**src/rpod_pkg.sv**
```systemverilog
`timescale 1ns / 1ps
// ---------------------------------------------------------------------------
// rpod_pkg
// Shared widths and the transaction record handed along the square root row.
// ---------------------------------------------------------------------------
package rpod_pkg;

    localparam int POS_W    = 24;
    localparam int SIZE_W   = 16;
    localparam int MARGIN_W = 16;
    localparam int GAP_W    = 26;
    localparam int G_W      = 26;
    localparam int RAD_W    = 54;
    localparam int ROOT_W   = RAD_W / 2;
    localparam int REM_W    = ROOT_W + 2;
    localparam int TOUCH_TOP    = 0;
    localparam int TOUCH_BOTTOM = 1;
    localparam int TOUCH_LEFT   = 2;
    localparam int TOUCH_RIGHT  = 3;

    typedef struct packed {
        logic              valid;
        logic              ovl;
        logic [3:0]        touch;
        logic [RAD_W-1:0]  rad;
        logic [REM_W-1:0]  rem;
        logic [ROOT_W-1:0] root;
    } rpod_cell_t;

endpackage

```
**src/rpod_sqrt_cell.sv**
```systemverilog
`timescale 1ns / 1ps
// ---------------------------------------------------------------------------
// rpod_sqrt_cell
// One digit of a restoring square root: takes two radicand bits, settles one
// root bit and hands the transaction to the next cell.
// ---------------------------------------------------------------------------
module rpod_sqrt_cell
    import rpod_pkg::*;
(
    input  logic       clk,
    input  logic       rst_n,
    input  rpod_cell_t cell_in,
    output rpod_cell_t cell_out
);

    logic [REM_W-1:0] rem_sh;
    logic [REM_W-1:0] trial;
    logic             take;
    rpod_cell_t       data_next;
    rpod_cell_t       data_reg;
    logic             valid_reg;

    // try the next root bit
    always_comb
    begin
        rem_sh = {cell_in.rem[REM_W-3:0], cell_in.rad[RAD_W-1:RAD_W-2]};
        trial  = {cell_in.root, 2'b01};
        take   = rem_sh >= trial;
        data_next       = cell_in;
        data_next.rad   = {cell_in.rad[RAD_W-3:0], 2'b00};
        data_next.rem   = take ? rem_sh - trial : rem_sh;
        data_next.root  = {cell_in.root[ROOT_W-2:0], take};
    end

    // hold valid under reset
    always_ff @(posedge clk or negedge rst_n)
    begin
        if (!rst_n)
        begin
            valid_reg <= 1'b0;
        end
        else
        begin
            valid_reg <= cell_in.valid;
        end
    end

    // advance payload
    always_ff @(posedge clk)
    begin
        data_reg <= data_next;
    end

    // hand the transaction on
    always_comb
    begin
        cell_out       = data_reg;
        cell_out.valid = valid_reg;
    end

endmodule

```
**config.mk**
```make
export PLATFORM = sky130hd
export DESIGN_NAME = rpod_sqrt_cell
export DESIGN_NICKNAME = d
export VERILOG_FILES = /design/src/rpod_pkg.sv /design/src/rpod_sqrt_cell.sv
export SDC_FILE = /design/constraint.sdc
export NUM_CORES = 1
export LEC_CHECK = 0
export CORE_MARGIN = 1.5
export CORE_UTILIZATION = 60
export CTS_BUF_LIST = sky130_fd_sc_hd__clkbuf_4
export DETAILED_ROUTE_END_ITERATION = 8
export DONT_BUFFER_PORTS = 1
export PLACE_DENSITY = 0.76
export REMOVE_ABC_BUFFERS = 1
export SYNTH_ARGS = -nofsm -noshare
export SYNTH_HDL_FRONTEND = slang
export SYNTH_SLANG_ARGS = --single-unit
```
**constraint.sdc**
```tcl
create_clock -name clk -period 0.8 [get_ports clk]
set_input_delay 0.04 -clock clk [delete_from_list [all_inputs] [get_ports clk]]
set_output_delay 0.04 -clock clk [all_outputs]
set_load 0.02 [all_outputs]
```
==> results.sh, run 1 <==
export IMPL_ctsResizeCount=255
export IMPL_postSynthAreaPerCell_um2=10.61
export IMPL_yosys_area_share_simple=0.09659
export IMPL_synth_adder_area_share=0.07846
export IMPL_ctsHoldBuffers=108
export IMPL_synth_yosys_warnings=0
export IMPL_synthXorXnorAreaFrac=0.04356
export IMPL_synth_enable_flop_cells=0
export IMPL_postCtsSetupBuffers=7
export IMPL_last_stage_reached="clock tree synthesis (4_1_cts)"
export IMPL_run_status="stopped before the end"
export IMPL_tritoncts_num_buffers=17
export IMPL_place_hpwl_um=10040
export IMPL_synth_ff_latch_count=114
export IMPL_netlist_cell_type_count=55
export IMPL_yosys_most_used_dff="dfxtp_1"
export IMPL_cts_max_path_buffers=2
export IMPL_error="[ERROR DPL-0038] Utilization greater than 100%, impossible to legalize"
export IMPL_place_port_buffers=0
export IMPL_gp_congestion=0.8482
export IMPL_ctsRootBufferMaster="clkbuf_4"
export IMPL_dp_cells=612
export IMPL_synth_mux_area_frac=0.08442
export IMPL_cts_htree_levels=4
export IMPL_initial_core_util=0.6275
export IMPL_fraction_of_the_mapped_netlist_area_in_compound_gates=0.1442
export IMPL_io_pins=234
export IMPL_syn_cell_area_mm2=0.004624
export IMPL_synth_top_area_share=0.4892
export IMPL_fp_dieW_um=90.79
export IMPL_yosysSeqAreaShare=0.4946
export IMPL_clkSinkCount=114
export IMPL_netlist_instances=436
export IMPL_synth_top_family_by_area="compound AO/OA/AOI/OAI gates"
export IMPL_floorplan_die_height_um=90.79
export IMPL_async_s_r_ff_share_synth=0.008772
export IMPL_rows=31
export IMPL_dpl_ws_ns=-1.654
export IMPL_yosysTopAreaCell="dfxtp_1"
export IMPL_synth_top_cells_by_area="dfxtp_1, ha_1, mux2_4, inv_1, xnor2_1"
cell families after synthesis:
family / after synthesis
AND/OR/NAND/NOR: 87
AO/OA/AOI/OAI: 95
other: 1
XOR/XNOR: 23
flip-flops: 114
adder cells (fa/ha/maj): 29
buffers and inverters: 60
multiplexers: 27
synth_stat cells (all sizes together) (11+ instances only):
library cell / number
a21o: 13
a21oi: 25
buf: 11
dfxtp: 113
ha: 29
inv: 40
mux2: 24
nand2: 16
nand3: 12
nor2: 21
o21ai: 15
xnor2: 17
through the flow:
| stage | area [µm²] | util |
|---|---|---|
| after floorplan | 4513 | - |
| after global placement | 5383 | 0.7304 |
| after detailed placement | 5383 | 0.7304 |
==> run 2, diff against run 1 <==
--- a/config.mk
+++ b/config.mk
@@ -6,11 +6,10 @@
 export NUM_CORES = 1
 export LEC_CHECK = 0
 export CORE_MARGIN = 1.5
-export CORE_UTILIZATION = 60
-export CTS_BUF_LIST = sky130_fd_sc_hd__clkbuf_4
+export CORE_UTILIZATION = 40
 export DETAILED_ROUTE_END_ITERATION = 8
 export DONT_BUFFER_PORTS = 1
-export PLACE_DENSITY = 0.76
+export PLACE_DENSITY_LB_ADDON = 0.15
 export REMOVE_ABC_BUFFERS = 1
 export SYNTH_ARGS = -nofsm -noshare
 export SYNTH_HDL_FRONTEND = slang
==> results.sh, run 2 <==
export IMPL_power_per_cell_area_mw_per_mm2=2215
export IMPL_finalHoldViolCount=0
export IMPL_hold_path_startpoint="cell_in[28]"
export IMPL_mostFrequentLayoutCells="dlygate4sd3_1, dfxtp_4, buf_4"
export IMPL_power_switching_w=0.005270
export IMPL_maxCapViolCount=0
export IMPL_synth_top_area_share=0.4892
export IMPL_gr_total_overflow=0
export IMPL_netlist_cell_type_count=55
export IMPL_grt_util_all_layers=0.2560
export IMPL_proportion_of_layout_cells_with_a_drive_suffix_above_1=0.5029
export IMPL_critical_path_startpoint_type="input pin"
export IMPL_postSynthAreaPerCell_um2=10.61
export IMPL_timing_hold_worst_class="input pin to register"
export IMPL_yosysSeqAreaShare=0.4946
export IMPL_tritoncts_num_buffers=17
export IMPL_cpPeakStageDelay_ns=0.30
export IMPL_worst_setup_hold_path_clk_slew_ns=0.06
export IMPL_drt_total_wl_um=15420
export IMPL_antenna_found_initial=1
export IMPL_netlist_instances=436
export IMPL_die_area_mm2=0.01221
export IMPL_cts_max_path_buffers=2
export IMPL_most_common_cell_after_layout_fill_and_taps_aside="dlygate4sd3_1"
export IMPL_synth_yosys_warnings=0
export IMPL_async_s_r_ff_share_synth=0.008772
export IMPL_clkSinkCount=114
export IMPL_worstPathArrival_ns=2.12
export IMPL_worst_ir_drop_vdd_mv=2.241
export IMPL_power_leakage_nw=3.494
export IMPL_core_region_area_mm2=0.01137
export IMPL_setup_tns_final_ns=-31.31
export IMPL_gp_congestion=0.8297
export IMPL_drtIter0Drc=206
export IMPL_comb_power_share=0.209
export IMPL_vias_per_cell=4.985
export IMPL_floorplan_die_height_um=110.5
export IMPL_grt_first_pass_wirelength_um=24230
export IMPL_netSwitchingFraction=0.2913
export IMPL_place_port_buffers=0
export IMPL_timing_fmax_mhz=546.2
export IMPL_synth_ff_latch_count=114
export IMPL_first_global_vias=4455
export IMPL_failed_checks="negative setup slack"
export IMPL_ratio_of_final_minimum_period_to_clock_period=2.289
export IMPL_critical_path_top_delay_family="buffers and inverters"
export IMPL_final_setup_viol_count=144
export IMPL_yosysTopAreaCell="dfxtp_1"
export IMPL_place_hpwl_um=9558
export IMPL_power_report_internal_total_w=0.01282
export IMPL_tritoncts_clock_tree="done"
export IMPL_min_delay_path_depth=3
export IMPL_crit_path_frequent_cell="buf_4"
export IMPL_remaining_drc_errors=0
export IMPL_crit_path_top_delay_cell="mux2_4"
export IMPL_worstSetupPathType="input pin to register"
export IMPL_synth_commonest_cells="dfxtp_1, inv_1, ha_1, a21oi_1, mux2_4"
export IMPL_routed_wire_length_per_instance_um=18.67
export IMPL_end_point_of_the_most_critical_hold_path="cell_out[30]"
export IMPL_cts_htree_levels=4
export IMPL_post_route_worst_setup_slack_ns=-1.031
export IMPL_vias=4118
export IMPL_crit_path_cell_trace="inv_1 -> ha_4 -> buf_4 -> nand2_1 -> o21ai_2 -> buf_4 -> a211oi_4 -> and3b_2 -> o31ai_4 -> buf_4 -> buf_12 -> mux2_4"
export IMPL_areaGrowthSynthToFinish_pct=76.62
export IMPL_syn_cell_area_mm2=0.004624
export IMPL_endpoint_kind="register"
export IMPL_ant_nets=0
export IMPL_dr_pass1_iters=4
export IMPL_fp_dieW_um=110.5
export IMPL_design_final_nets=816
export IMPL_finish_cell_count_without_fillers=826
export IMPL_critPathRequiredTime_ns=1.09
export IMPL_synth_most_common_cell="dfxtp_1"
export IMPL_synth_top_cells_by_area="dfxtp_1, ha_1, mux2_4, inv_1, xnor2_1"
export IMPL_bufs_and_invs_on_worst_path=5
export IMPL_seq_power_share=0.392
export IMPL_power_frac_clock=0.399
export IMPL_ctsRootBufferMaster="clkbuf_16"
export IMPL_initial_core_util=0.4067
export IMPL_rows=39
export IMPL_worst_path_max_fanout=8
export IMPL_grt_max_degree=17
export IMPL_min_period_ns=1.831
export IMPL_synth_enable_flop_cells=0
export IMPL_io_pins=234
export IMPL_largest_register_ff_count=113
export IMPL_yosys_most_used_dff="dfxtp_1"
export IMPL_run_status="complete, but fails checks"
export IMPL_dp_cells=658
export IMPL_finalMaxSlewViolations=0
export IMPL_grt_setup_unrepaired="true"
==> run 2: cell counts after synthesis <==
No cell type changed its count.
==> run 2: routing by layer <==
| layer | routed length (µm) | share of wire | vias to the layer above | track usage |
|---|---|---|---|---|
| met5 | 0 | 0 | - | 0 |
| met4 | 407 | 0.026 | 0 | 0.09573 |
| met3 | 1028 | 0.067 | 23 | 0.07849 |
| met2 | 7995 | 0.52 | 168 | 0.4580 |
| met1 | 5987 | 0.39 | 1933 | 0.2842 |
| li1 | - | - | 1994 | - |
==> run 2: final cells by class <==
type / instances / area [µm²]
well taps: 143 / 178.9
clock inverters: 14 / 131.4
repair buffers: 233 / 2111
fillers: 802 / 3202
flip-flops and latches: 114 / 2700
multi-input cells: 263 / 2417
clock buffers: 18 / 439.2
inverters: 40 / 187.7
diodes: 1 / 2.502
==> run 2: worst max-delay path by stage <==
stage | startpoint | end | slack (ns) | depth (start not counted)
finish | cell_in[17] | cell_out[38] | -1.03 | 12
global route | cell_in[13] | cell_out[39] | -1.10 | 11
CTS | cell_in[2] | cell_out[38] | -1.01 | 11
detailed placement | cell_in[18] | cell_out[38] | -1.69 | 11
global placement | cell_in[18] | cell_out[41] | -1.71 | 11
floorplan | cell_in[7] | cell_out[29] | -2.23 | 9
==> run 2: metrics by stage <==
stage / worst slack (ns) / hold slack [ns] / area (µm²) / utilization / power [W]
floorplan: -2.226 / -0.2556 / 4513 / - / 0.008809
global placement: -1.707 / -0.2556 / 5453 / 0.4796 / 0.009919
detailed placement: -1.686 / -0.2556 / 5453 / 0.4796 / 0.009930
CTS: -1.013 / 0.02596 / 8033 / 0.7065 / 0.01794
global route: -1.104 / 0.05842 / 8168 / 0.7184 / 0.01884
finish: -1.031 / 0.04784 / 8168 / 0.7184 / 0.01809
==> run 2: power groups by stage <==
stage          logic (W)  registers (W)  clock network (W)
2_1_floorplan    0.00173        0.00708                  0
3_3_place_gp     0.00272        0.00720                  0
3_5_place_dp     0.00275        0.00718                  0
4_1_cts          0.00364        0.00708            0.00723
5_1_grt          0.00409        0.00712            0.00762
6_report         0.00378        0.00709            0.00722
==> run 2: cells by family after synthesis <==
kind of cell / after synthesis / synth area share
DFF: 114 / 0.4946
AOI/OAI and AO/OA: 95 / 0.1442
and+or+nand+nor: 87 / 0.09660
buffers and inverters: 60 / 0.05736
adders and majority gates: 29 / 0.07846
muxes: 27 / 0.08442
xor gates and xnor gates: 23 / 0.04356
other: 1 / 0.0008109
==> run 2: timing repair <==
action	CTS	global route
endpoints found under the hold margin	114	0
buffers inserted	15	4
hold buffers	116	0
pin swaps	19	31
gates cloned	2	0
setup endpoints to repair	144	144
gates resized for setup	271	41
Power figures use the tool's default switching activity.
