`config.mk`:
```
export PLATFORM = sky130hd
export DESIGN_NAME = rpod_front
export DESIGN_NICKNAME = d
export VERILOG_FILES = /design/src/rpod_pkg.sv /design/src/rpod_front.sv
export SDC_FILE = /design/constraint.sdc
export NUM_CORES = 2
export LEC_CHECK = 0
export BUFFER_PORTS_ARGS = -buffer_cell sky130_fd_sc_hd__buf_2
export CORE_AREA = 2 2 325 456
export DETAILED_ROUTE_END_ITERATION = 8
export DIE_AREA = 0 0 327 458
export GPL_TIMING_DRIVEN = 0
export MAX_ROUTING_LAYER = met4
export PLACE_DENSITY = 0.8
export SYNTH_ARGS = -nofsm -noshare
export SYNTH_HDL_FRONTEND = slang
export SYNTH_SLANG_ARGS = --single-unit
export TNS_END_PERCENT = 100
```
`constraint.sdc`:
```
create_clock -name clk -period 21.1 [get_ports clk]
set_clock_uncertainty 0.05 [all_clocks]
set_input_delay 2.11 -clock clk [delete_from_list [all_inputs] [get_ports clk]]
set_output_delay 2.11 -clock clk [all_outputs]
set_load 0.05 [all_outputs]
```
`src/rpod_pkg.sv`:
```
`timescale 1ns / 1ps
// ---------------------------------------------------------------------------
// rpod_pkg
// Shared widths and the transaction record handed along the square root row.
// ---------------------------------------------------------------------------
package rpod_pkg;

    localparam int POS_W    = 24;
    localparam int SIZE_W   = 16;
    localparam int MARGIN_W = 16;
    localparam int GAP_W    = 26;
    localparam int G_W      = 26;
    localparam int RAD_W    = 54;
    localparam int ROOT_W   = RAD_W / 2;
    localparam int REM_W    = ROOT_W + 2;
    localparam int TOUCH_TOP    = 0;
    localparam int TOUCH_BOTTOM = 1;
    localparam int TOUCH_LEFT   = 2;
    localparam int TOUCH_RIGHT  = 3;

    typedef struct packed {
        logic              valid;
        logic              ovl;
        logic [3:0]        touch;
        logic [RAD_W-1:0]  rad;
        logic [REM_W-1:0]  rem;
        logic [ROOT_W-1:0] root;
    } rpod_cell_t;

endpackage

```
`src/rpod_front.sv`:
```
`timescale 1ns / 1ps
// ---------------------------------------------------------------------------
// rpod_front
// Edge, centre and gap pipeline: six stages from accepted rectangles to the
// squared gap and the contact flags.
// ---------------------------------------------------------------------------
module rpod_front
    import rpod_pkg::*;
(
    input  logic                       clk,
    input  logic                       rst_n,
    input  logic                       in_valid,
    input  logic signed [POS_W-1:0]    a_x,
    input  logic signed [POS_W-1:0]    a_z,
    input  logic [SIZE_W-1:0]          a_width,
    input  logic [SIZE_W-1:0]          a_length,
    input  logic                       a_centered,
    input  logic signed [POS_W-1:0]    b_x,
    input  logic signed [POS_W-1:0]    b_z,
    input  logic [SIZE_W-1:0]          b_width,
    input  logic [SIZE_W-1:0]          b_length,
    input  logic                       b_centered,
    input  logic [MARGIN_W-1:0]        margin,
    output rpod_cell_t                 cell_out
);

    logic [5:0] v_reg;

    // stage 1
    logic signed [24:0] al_reg, at_reg, bl_reg, bt_reg;
    logic signed [25:0] acx_reg, acz_reg, bcx_reg, bcz_reg;
    logic [SIZE_W-1:0]  aw_reg, alen_reg, bw_reg, blen_reg;
    logic [16:0]        hw_reg, hl_reg;
    // stage 2
    logic signed [24:0] al2_reg, at2_reg, bl2_reg, bt2_reg;
    logic signed [25:0] ar_reg, ab_reg, br_reg, bb_reg;
    logic signed [26:0] cdx_reg, cdz_reg;
    logic [16:0]        hw2_reg, hl2_reg;
    // stage 3
    logic [25:0]        dx_reg, dz_reg;
    logic signed [26:0] et_reg, eb_reg, el_reg, er_reg;
    logic [16:0]        hw3_reg, hl3_reg;
    // stage 4
    logic [G_W-1:0]     gx_reg, gz_reg;
    logic               ovl4_reg;
    logic [3:0]         touch4_reg;
    // stage 5
    logic [2*G_W-1:0]   sqx_reg, sqz_reg;
    logic               ovl5_reg;
    logic [3:0]         touch5_reg;
    // stage 6
    logic [RAD_W-1:0]   rad_reg;
    logic               ovl6_reg;
    logic [3:0]         touch6_reg;

    logic [SIZE_W-2:0] ahw, ahl, bhw, bhl;
    assign ahw = a_width[SIZE_W-1:1];
    assign ahl = a_length[SIZE_W-1:1];
    assign bhw = b_width[SIZE_W-1:1];
    assign bhl = b_length[SIZE_W-1:1];

    function automatic logic [26:0] abs27(input logic signed [26:0] v);
        abs27 = v[26] ? 27'(-v) : 27'(v);
    endfunction

    logic [26:0] dx_abs, dz_abs;
    logic [26:0] gx_diff, gz_diff;
    assign dx_abs  = abs27(cdx_reg);
    assign dz_abs  = abs27(cdz_reg);
    assign gx_diff = {1'b0, dx_reg} - {10'b0, hw3_reg};
    assign gz_diff = {1'b0, dz_reg} - {10'b0, hl3_reg};

    // advance valid bits
    always_ff @(posedge clk or negedge rst_n)
    begin
        if (!rst_n)
        begin
            v_reg <= '0;
        end
        else
        begin
            v_reg <= {v_reg[4:0], in_valid};
        end
    end

    // payload stages
    always_ff @(posedge clk)
    begin
        // edges and centres
        al_reg   <= 25'(a_x) - (a_centered ? 25'(ahw) : 25'sd0);
        at_reg   <= 25'(a_z) - (a_centered ? 25'(ahl) : 25'sd0);
        bl_reg   <= 25'(b_x) - (b_centered ? 25'(bhw) : 25'sd0);
        bt_reg   <= 25'(b_z) - (b_centered ? 25'(bhl) : 25'sd0);
        acx_reg  <= 26'(a_x) + (a_centered ? 26'sd0 : 26'(ahw));
        acz_reg  <= 26'(a_z) + (a_centered ? 26'sd0 : 26'(ahl));
        bcx_reg  <= 26'(b_x) + (b_centered ? 26'sd0 : 26'(bhw));
        bcz_reg  <= 26'(b_z) + (b_centered ? 26'sd0 : 26'(bhl));
        aw_reg   <= a_width;
        alen_reg <= a_length;
        bw_reg   <= b_width;
        blen_reg <= b_length;
        hw_reg   <= 17'({1'b0, a_width} + {1'b0, b_width} >> 1);
        hl_reg   <= 17'({1'b0, a_length} + {1'b0, b_length} >> 1);

        // far edges and centre differences
        al2_reg <= al_reg;
        at2_reg <= at_reg;
        bl2_reg <= bl_reg;
        bt2_reg <= bt_reg;
        ar_reg  <= 26'(al_reg) + 26'($signed({1'b0, aw_reg}));
        ab_reg  <= 26'(at_reg) + 26'($signed({1'b0, alen_reg}));
        br_reg  <= 26'(bl_reg) + 26'($signed({1'b0, bw_reg}));
        bb_reg  <= 26'(bt_reg) + 26'($signed({1'b0, blen_reg}));
        cdx_reg <= 27'(acx_reg) - 27'(bcx_reg);
        cdz_reg <= 27'(acz_reg) - 27'(bcz_reg);
        hw2_reg <= hw_reg;
        hl2_reg <= hl_reg;

        // absolute centre gaps and edge differences
        dx_reg  <= dx_abs[25:0];
        dz_reg  <= dz_abs[25:0];
        et_reg  <= 27'(at2_reg) - 27'(bb_reg);
        eb_reg  <= 27'(bt2_reg) - 27'(ab_reg);
        el_reg  <= 27'(al2_reg) - 27'(br_reg);
        er_reg  <= 27'(bl2_reg) - 27'(ar_reg);
        hw3_reg <= hw2_reg;
        hl3_reg <= hl2_reg;

        // clip gaps, decide overlap and contact
        gx_reg   <= (dx_reg > 26'(hw3_reg)) ? gx_diff[G_W-1:0] : '0;
        gz_reg   <= (dz_reg > 26'(hl3_reg)) ? gz_diff[G_W-1:0] : '0;
        ovl4_reg <= (dx_reg <= 26'(hw3_reg)) && (dz_reg <= 26'(hl3_reg));
        touch4_reg[TOUCH_TOP]    <= abs27(et_reg) < 27'(margin);
        touch4_reg[TOUCH_BOTTOM] <= abs27(eb_reg) < 27'(margin);
        touch4_reg[TOUCH_LEFT]   <= abs27(el_reg) < 27'(margin);
        touch4_reg[TOUCH_RIGHT]  <= abs27(er_reg) < 27'(margin);

        // squares
        sqx_reg    <= gx_reg * gx_reg;
        sqz_reg    <= gz_reg * gz_reg;
        ovl5_reg   <= ovl4_reg;
        touch5_reg <= touch4_reg;

        // sum of squares
        rad_reg    <= RAD_W'(sqx_reg) + RAD_W'(sqz_reg);
        ovl6_reg   <= ovl5_reg;
        touch6_reg <= touch5_reg;
    end

    assign cell_out.valid = v_reg[5];
    assign cell_out.ovl   = ovl6_reg;
    assign cell_out.touch = touch6_reg;
    assign cell_out.rad   = rad_reg;
    assign cell_out.rem   = '0;
    assign cell_out.root  = '0;

endmodule

```
Word level (Yosys, flattened, before mapping)
Cells that the tools add are included.

word-level totals
  flip-flop bits (word level) = 1007
  input port bits = 181
  word-level logic and storage cells = 100
  output and inout bits = 116

operators by class
  multiplexer cells = 14
  multiply operators = 2
  $add $sub $neg = 29
  magnitude comparators = 8
  reductions and logical operators = 1

operator list
  kind               count
  $mux 15            8
  $lt 27x16->1       4
  $mux 27            4
  $neg 27->27        4
  $sub 25x26->27     4
  $add 25x17->26     4
  $mul 26x26->52     2
  $add 24x16->25     4
  $sub 24x16->25     4
  $add 52x52->53     1
  $gt 26x16->1       2
  $le 26x16->1       2
  $mux 26            2
  $neg 26->26        2
  $sub 25x25->26     2
  $sub 26x16->26     2
  $add 16x16->17     2
  $logic_and 1x1->1  1

Depth between registers and ports, before layout
  depth in word-level cells = 3
  depth in mapped cells = 29
  depth with buffers taken out = 27

Worst setup path after synthesis
OpenSTA, ideal clock, no wires.

  path type = reg2reg
  from = reg gz_reg[4]
  to = reg sqz_reg[50]
  data arrival time = 6.827 ns
  clock period less this slack = 6.948 ns
  setup time = 0.072 ns
  stages on the path, launching flop included = 25
  slack = 14.152 ns
  buffers on the path = 2
  required time = 20.978 ns
  cell sequence = dfxtp_1 -> clkbuf_1 -> nand2_1 -> fa_1 -> inv_1 -> fa_1 -> inv_1 -> fa_1 -> fa_1 -> inv_1 -> fa_1 -> fa_1 -> inv_1 -> fa_1 -> inv_1 -> ha_1 -> clkbuf_1 -> and3_1 -> nand2_1 -> o31ai_1 -> a221oi_1 -> o41ai_1 -> a211oi_1 -> o21ai_0 -> xor2_1

on the way
  word-level cells in the longest chain between the ends = 1

RTL lines
  element                 line               source
  from (decl)             rpod_front.sv:44   logic [G_W-1:0] gx_reg, gz_reg;
  from (signal assigned)  rpod_front.sv:131  gz_reg <= (dz_reg > 26'(hl3_reg)) ? gz_diff[G_W-1:0] : '0;
  $mul 26x26->52          rpod_front.sv:140  sqz_reg <= gz_reg * gz_reg;
  to (signal assigned)    rpod_front.sv:140
  to (decl)               rpod_front.sv:48   logic [2*G_W-1:0] sqx_reg, sqz_reg;

Every way passes these cells.
A chain may end at the register's enable or synchronous reset.

Worst setup path in the final report
Same ends and word-level chain as after synthesis.

==> out/results.tsv <==
stage	metric	value	unit
status	status	complete, no violations	
cts	hold_buffers	0	
yosys	synth.avg_cell_area	9.26	µm²
yosys	synth_ff_type	dfxtp_1	
finish	area_growth	8.41	%
critical_path	crit_type	flop to flop	
yosys	synth_commonest_cells	inv_1, fa_1, dfxtp_1, ha_1, nand2_1	
detailed_routing	remaining_drc_errors	0	
cts	cts-root-buf	clkbuf_16	
cts	postCtsSetupBuffers	0	
critical_path	crit_start	gz_reg[4]$_SDFF_PN0_	
sta	setup_viol	0	
yosys	synthMostInstantiatedCell	inv_1	
hold_path	hp-class	flop to flop	
finish	nets	11921	
cts	ctsResizeCount	0	
detailed_routing	drt_iter0_drc	3792	
floorplanning	die_h	458	µm
critical_path	r2r_start	gz_reg[4]$_SDFF_PN0_	
detailed_routing	wirelength	229000	µm
global_route	antenna_found_initial	19	
finish	drive_gt1_share	5.42	%
cts	cts_inserted_buffers	95	
global_route	grt_max_degree	17	
finish	ff_latch_area	20100	µm²
yosys	yosys.area.top_type	fa_1	
yosys	seq_area_frac_synth	23.1	%
yosys	synthCells	9397	
critical_path	cp.required	21670	ps
floorplanning	die_x	327	µm
floorplanning	coreArea	146000	µm²
finish	largest_register_ffs	53	
cts	path_clk_slew	60	ps
finish	fillCellCount	11746	
cts	cts_sinks	1004	
global_route	grt-ovfl-total	0	
sta	worst_pin_slew	1240	ps
job	cap_viol_max_count	0	
sta	report.final.hold_viol_count	0	
sta	fmax	108	MHz
yosys	synth_top_area_share	24.1	%
floorplanning	fp.dieArea	150000	µm²
yosys	synth_edf_count	0	
cts	clk_latency	710	ps
yosys	synth-async-reset-ratio	0.598	%
cts	htreeDepth	3	
sta	fin_crit_sh	43.7	%
placement	port_buffers	229	
sta	max-slew-margin-rel	16.0	%
critical_path	cp_max_fo	10	
detailed_routing	viasPerCell	5.55	
critical_path	end_kind	flop	
global_route	grt_util_all_layers	32.0	%
yosys	ys_types	92	
placement	hpwlAfterDp	190000	µm
sta	slew_violations	0	
yosys	ys_ff_latch	1004	
detailed_routing	vias	65568	
sta	period_needed	9230	ps
sta	fin_setup_tns	0	ps
detailed_routing	wl_per_cell	19.4	µm
global_route	grt_pass1_vias	69334	
cts	cts_buffer_depth	3	
floorplanning	core.rowCount	166	
finish	multi_input_area	59100	µm²
yosys	yosysWarnings	0	
hold_path	hold_path_startpoint	touch5_reg[2]$_DFF_P_	
global_route	grt_pass1_wl	362000	µm
floorplanning	ios	297	
yosys	yosys-top-cells-area	fa_1, dfxtp_1, ha_1, inv_1, xnor2_1	
detailed_routing	dr.pass1.iters	5	
detailed_routing	ant_nets	0	
critical_path	critPathArrivalTime	9800	ps
placement	gp_congestion	1.03	
floorplanning	initial_core_util	59.7	%
sta	grt_setup_unrepaired	no	
cts	cts_tree	built	
yosys	netlist_area	87000	µm²
critical_path	start_kind	flop	
==> final timing paths <==
check,slack (ps),depth (start not counted),endpoint
worst max-delay path,11870,24,sqz_reg[50]$_DFF_P_
worst min-delay path,270,0,touch6_reg[2]$_DFF_P_
worst max register to register,11870,24,sqz_reg[50]$_DFF_P_
worst min register to register,270,0,touch6_reg[2]$_DFF_P_
max in group asynchronous,19700,1,v_reg[0]$_DFF_PN0_
min in group asynchronous,1160,1,v_reg[5]$_DFF_PN0_
==> final cells by class <==
cell class | count | area share, %
Sequential cell | 1004 | 21.3
Multi-Input combinational cell | 6392 | 62.7
Buffer | 239 | 1.19
Clock inverter | 63 | 0.937
Clock buffer | 115 | 2.77
Timing Repair Buffer | 229 | 1.22
Tap cell | 1932 | 2.56
Inverter | 1818 | 7.24
Antenna cell | 14 | 0.0371
==> per-layer routing <==
metal  up-vias  wire length [µm]  global-route usage [%]  part of all wire (%)
met4         0             18600                    21.3                   8.1
met2      2273            115000                    55.4                    50
met5         -                 0                       -                     0
met3       838             13400                    4.37                   5.8
li1      30744                 -                       -                     -
met1     31713             81900                    34.0                    36
==> per-stage QoR <==
stage	area (µm²)	hold WS (ps)	std cells	utilization (%)	setup WS, ps
2_1_floorplan	87200	260	9453	-	14150
3_3_place_gp	90800	262	11614	62.3	12270
3_5_place_dp	90800	262	11614	62.3	12130
4_1_cts	94300	274	11792	64.7	12100
5_1_grt	94300	275	11805	64.8	11550
6_report	94300	273	11806	64.8	11870
==> worst max-delay path: stages (launching register included) <==
cell and delay (ps):
dfxtp_1 810, clkbuf_1 650, nand2_1 220, fa_1 580, inv_1 60, fa_1 530, inv_1 50, fa_1 520
fa_1 520, inv_1 60, fa_1 490, fa_1 500, inv_1 60, fa_1 480, inv_1 50, ha_1 350
clkbuf_1 290, and3_1 240, nand2_1 80, o31ai_1 580, a221oi_1 230, o41ai_1 940, a211oi_1 300, o21ai_0 280
xor2_1 200
==> logic make-up (layout without fill, tap and decap cells) <==
group / after synthesis / in the layout / share of synthesized area, %
and+or+nand+nor: 2252 / 2252 / 12.8
buffers and inverters: 2057 / 2464 / 9.13
adders and majority gates: 1961 / 1961 / 37.2
AOI/OAI and AO/OA: 1439 / 1439 / 10.8
DFF: 1004 / 1004 / 23.1
xor gates and xnor gates: 671 / 671 / 6.76
muxes: 12 / 12 / 0.150
other: 1 / 71 / 0.00431
==> placed cells by master, fill, tap and decap left out, types with 24 or more instances in the layout <==
cell type / instances
a211oi_1: 40
nor3_1: 127
or3_1: 55
nand4_1: 49
a21oi_1: 385
and2_1: 311
or2_2: 26
nand2b_1: 87
clkbuf_16: 97
o21ai_0: 259
ha_1: 913
nand2_1: 702
a21o_1: 222
a21boi_0: 27
inv_1: 1817
buf_2: 232
clkbuf_1: 176
buf_4: 59
and3_1: 74
xor2_1: 176
a31oi_1: 38
or4_1: 24
o21a_1: 89
o211ai_1: 29
fa_1: 1048
nand3_1: 122
o21ai_1: 30
xnor2_1: 495
conb_1: 57
dfxtp_1: 998
nor2_1: 429
o41ai_1: 26
nor2b_1: 163
o21bai_1: 52
o31ai_1: 51
Power is left out: the tool's default activity adds up to more than one toggle a clock period on the data nets, which glitch-free logic cannot reach.
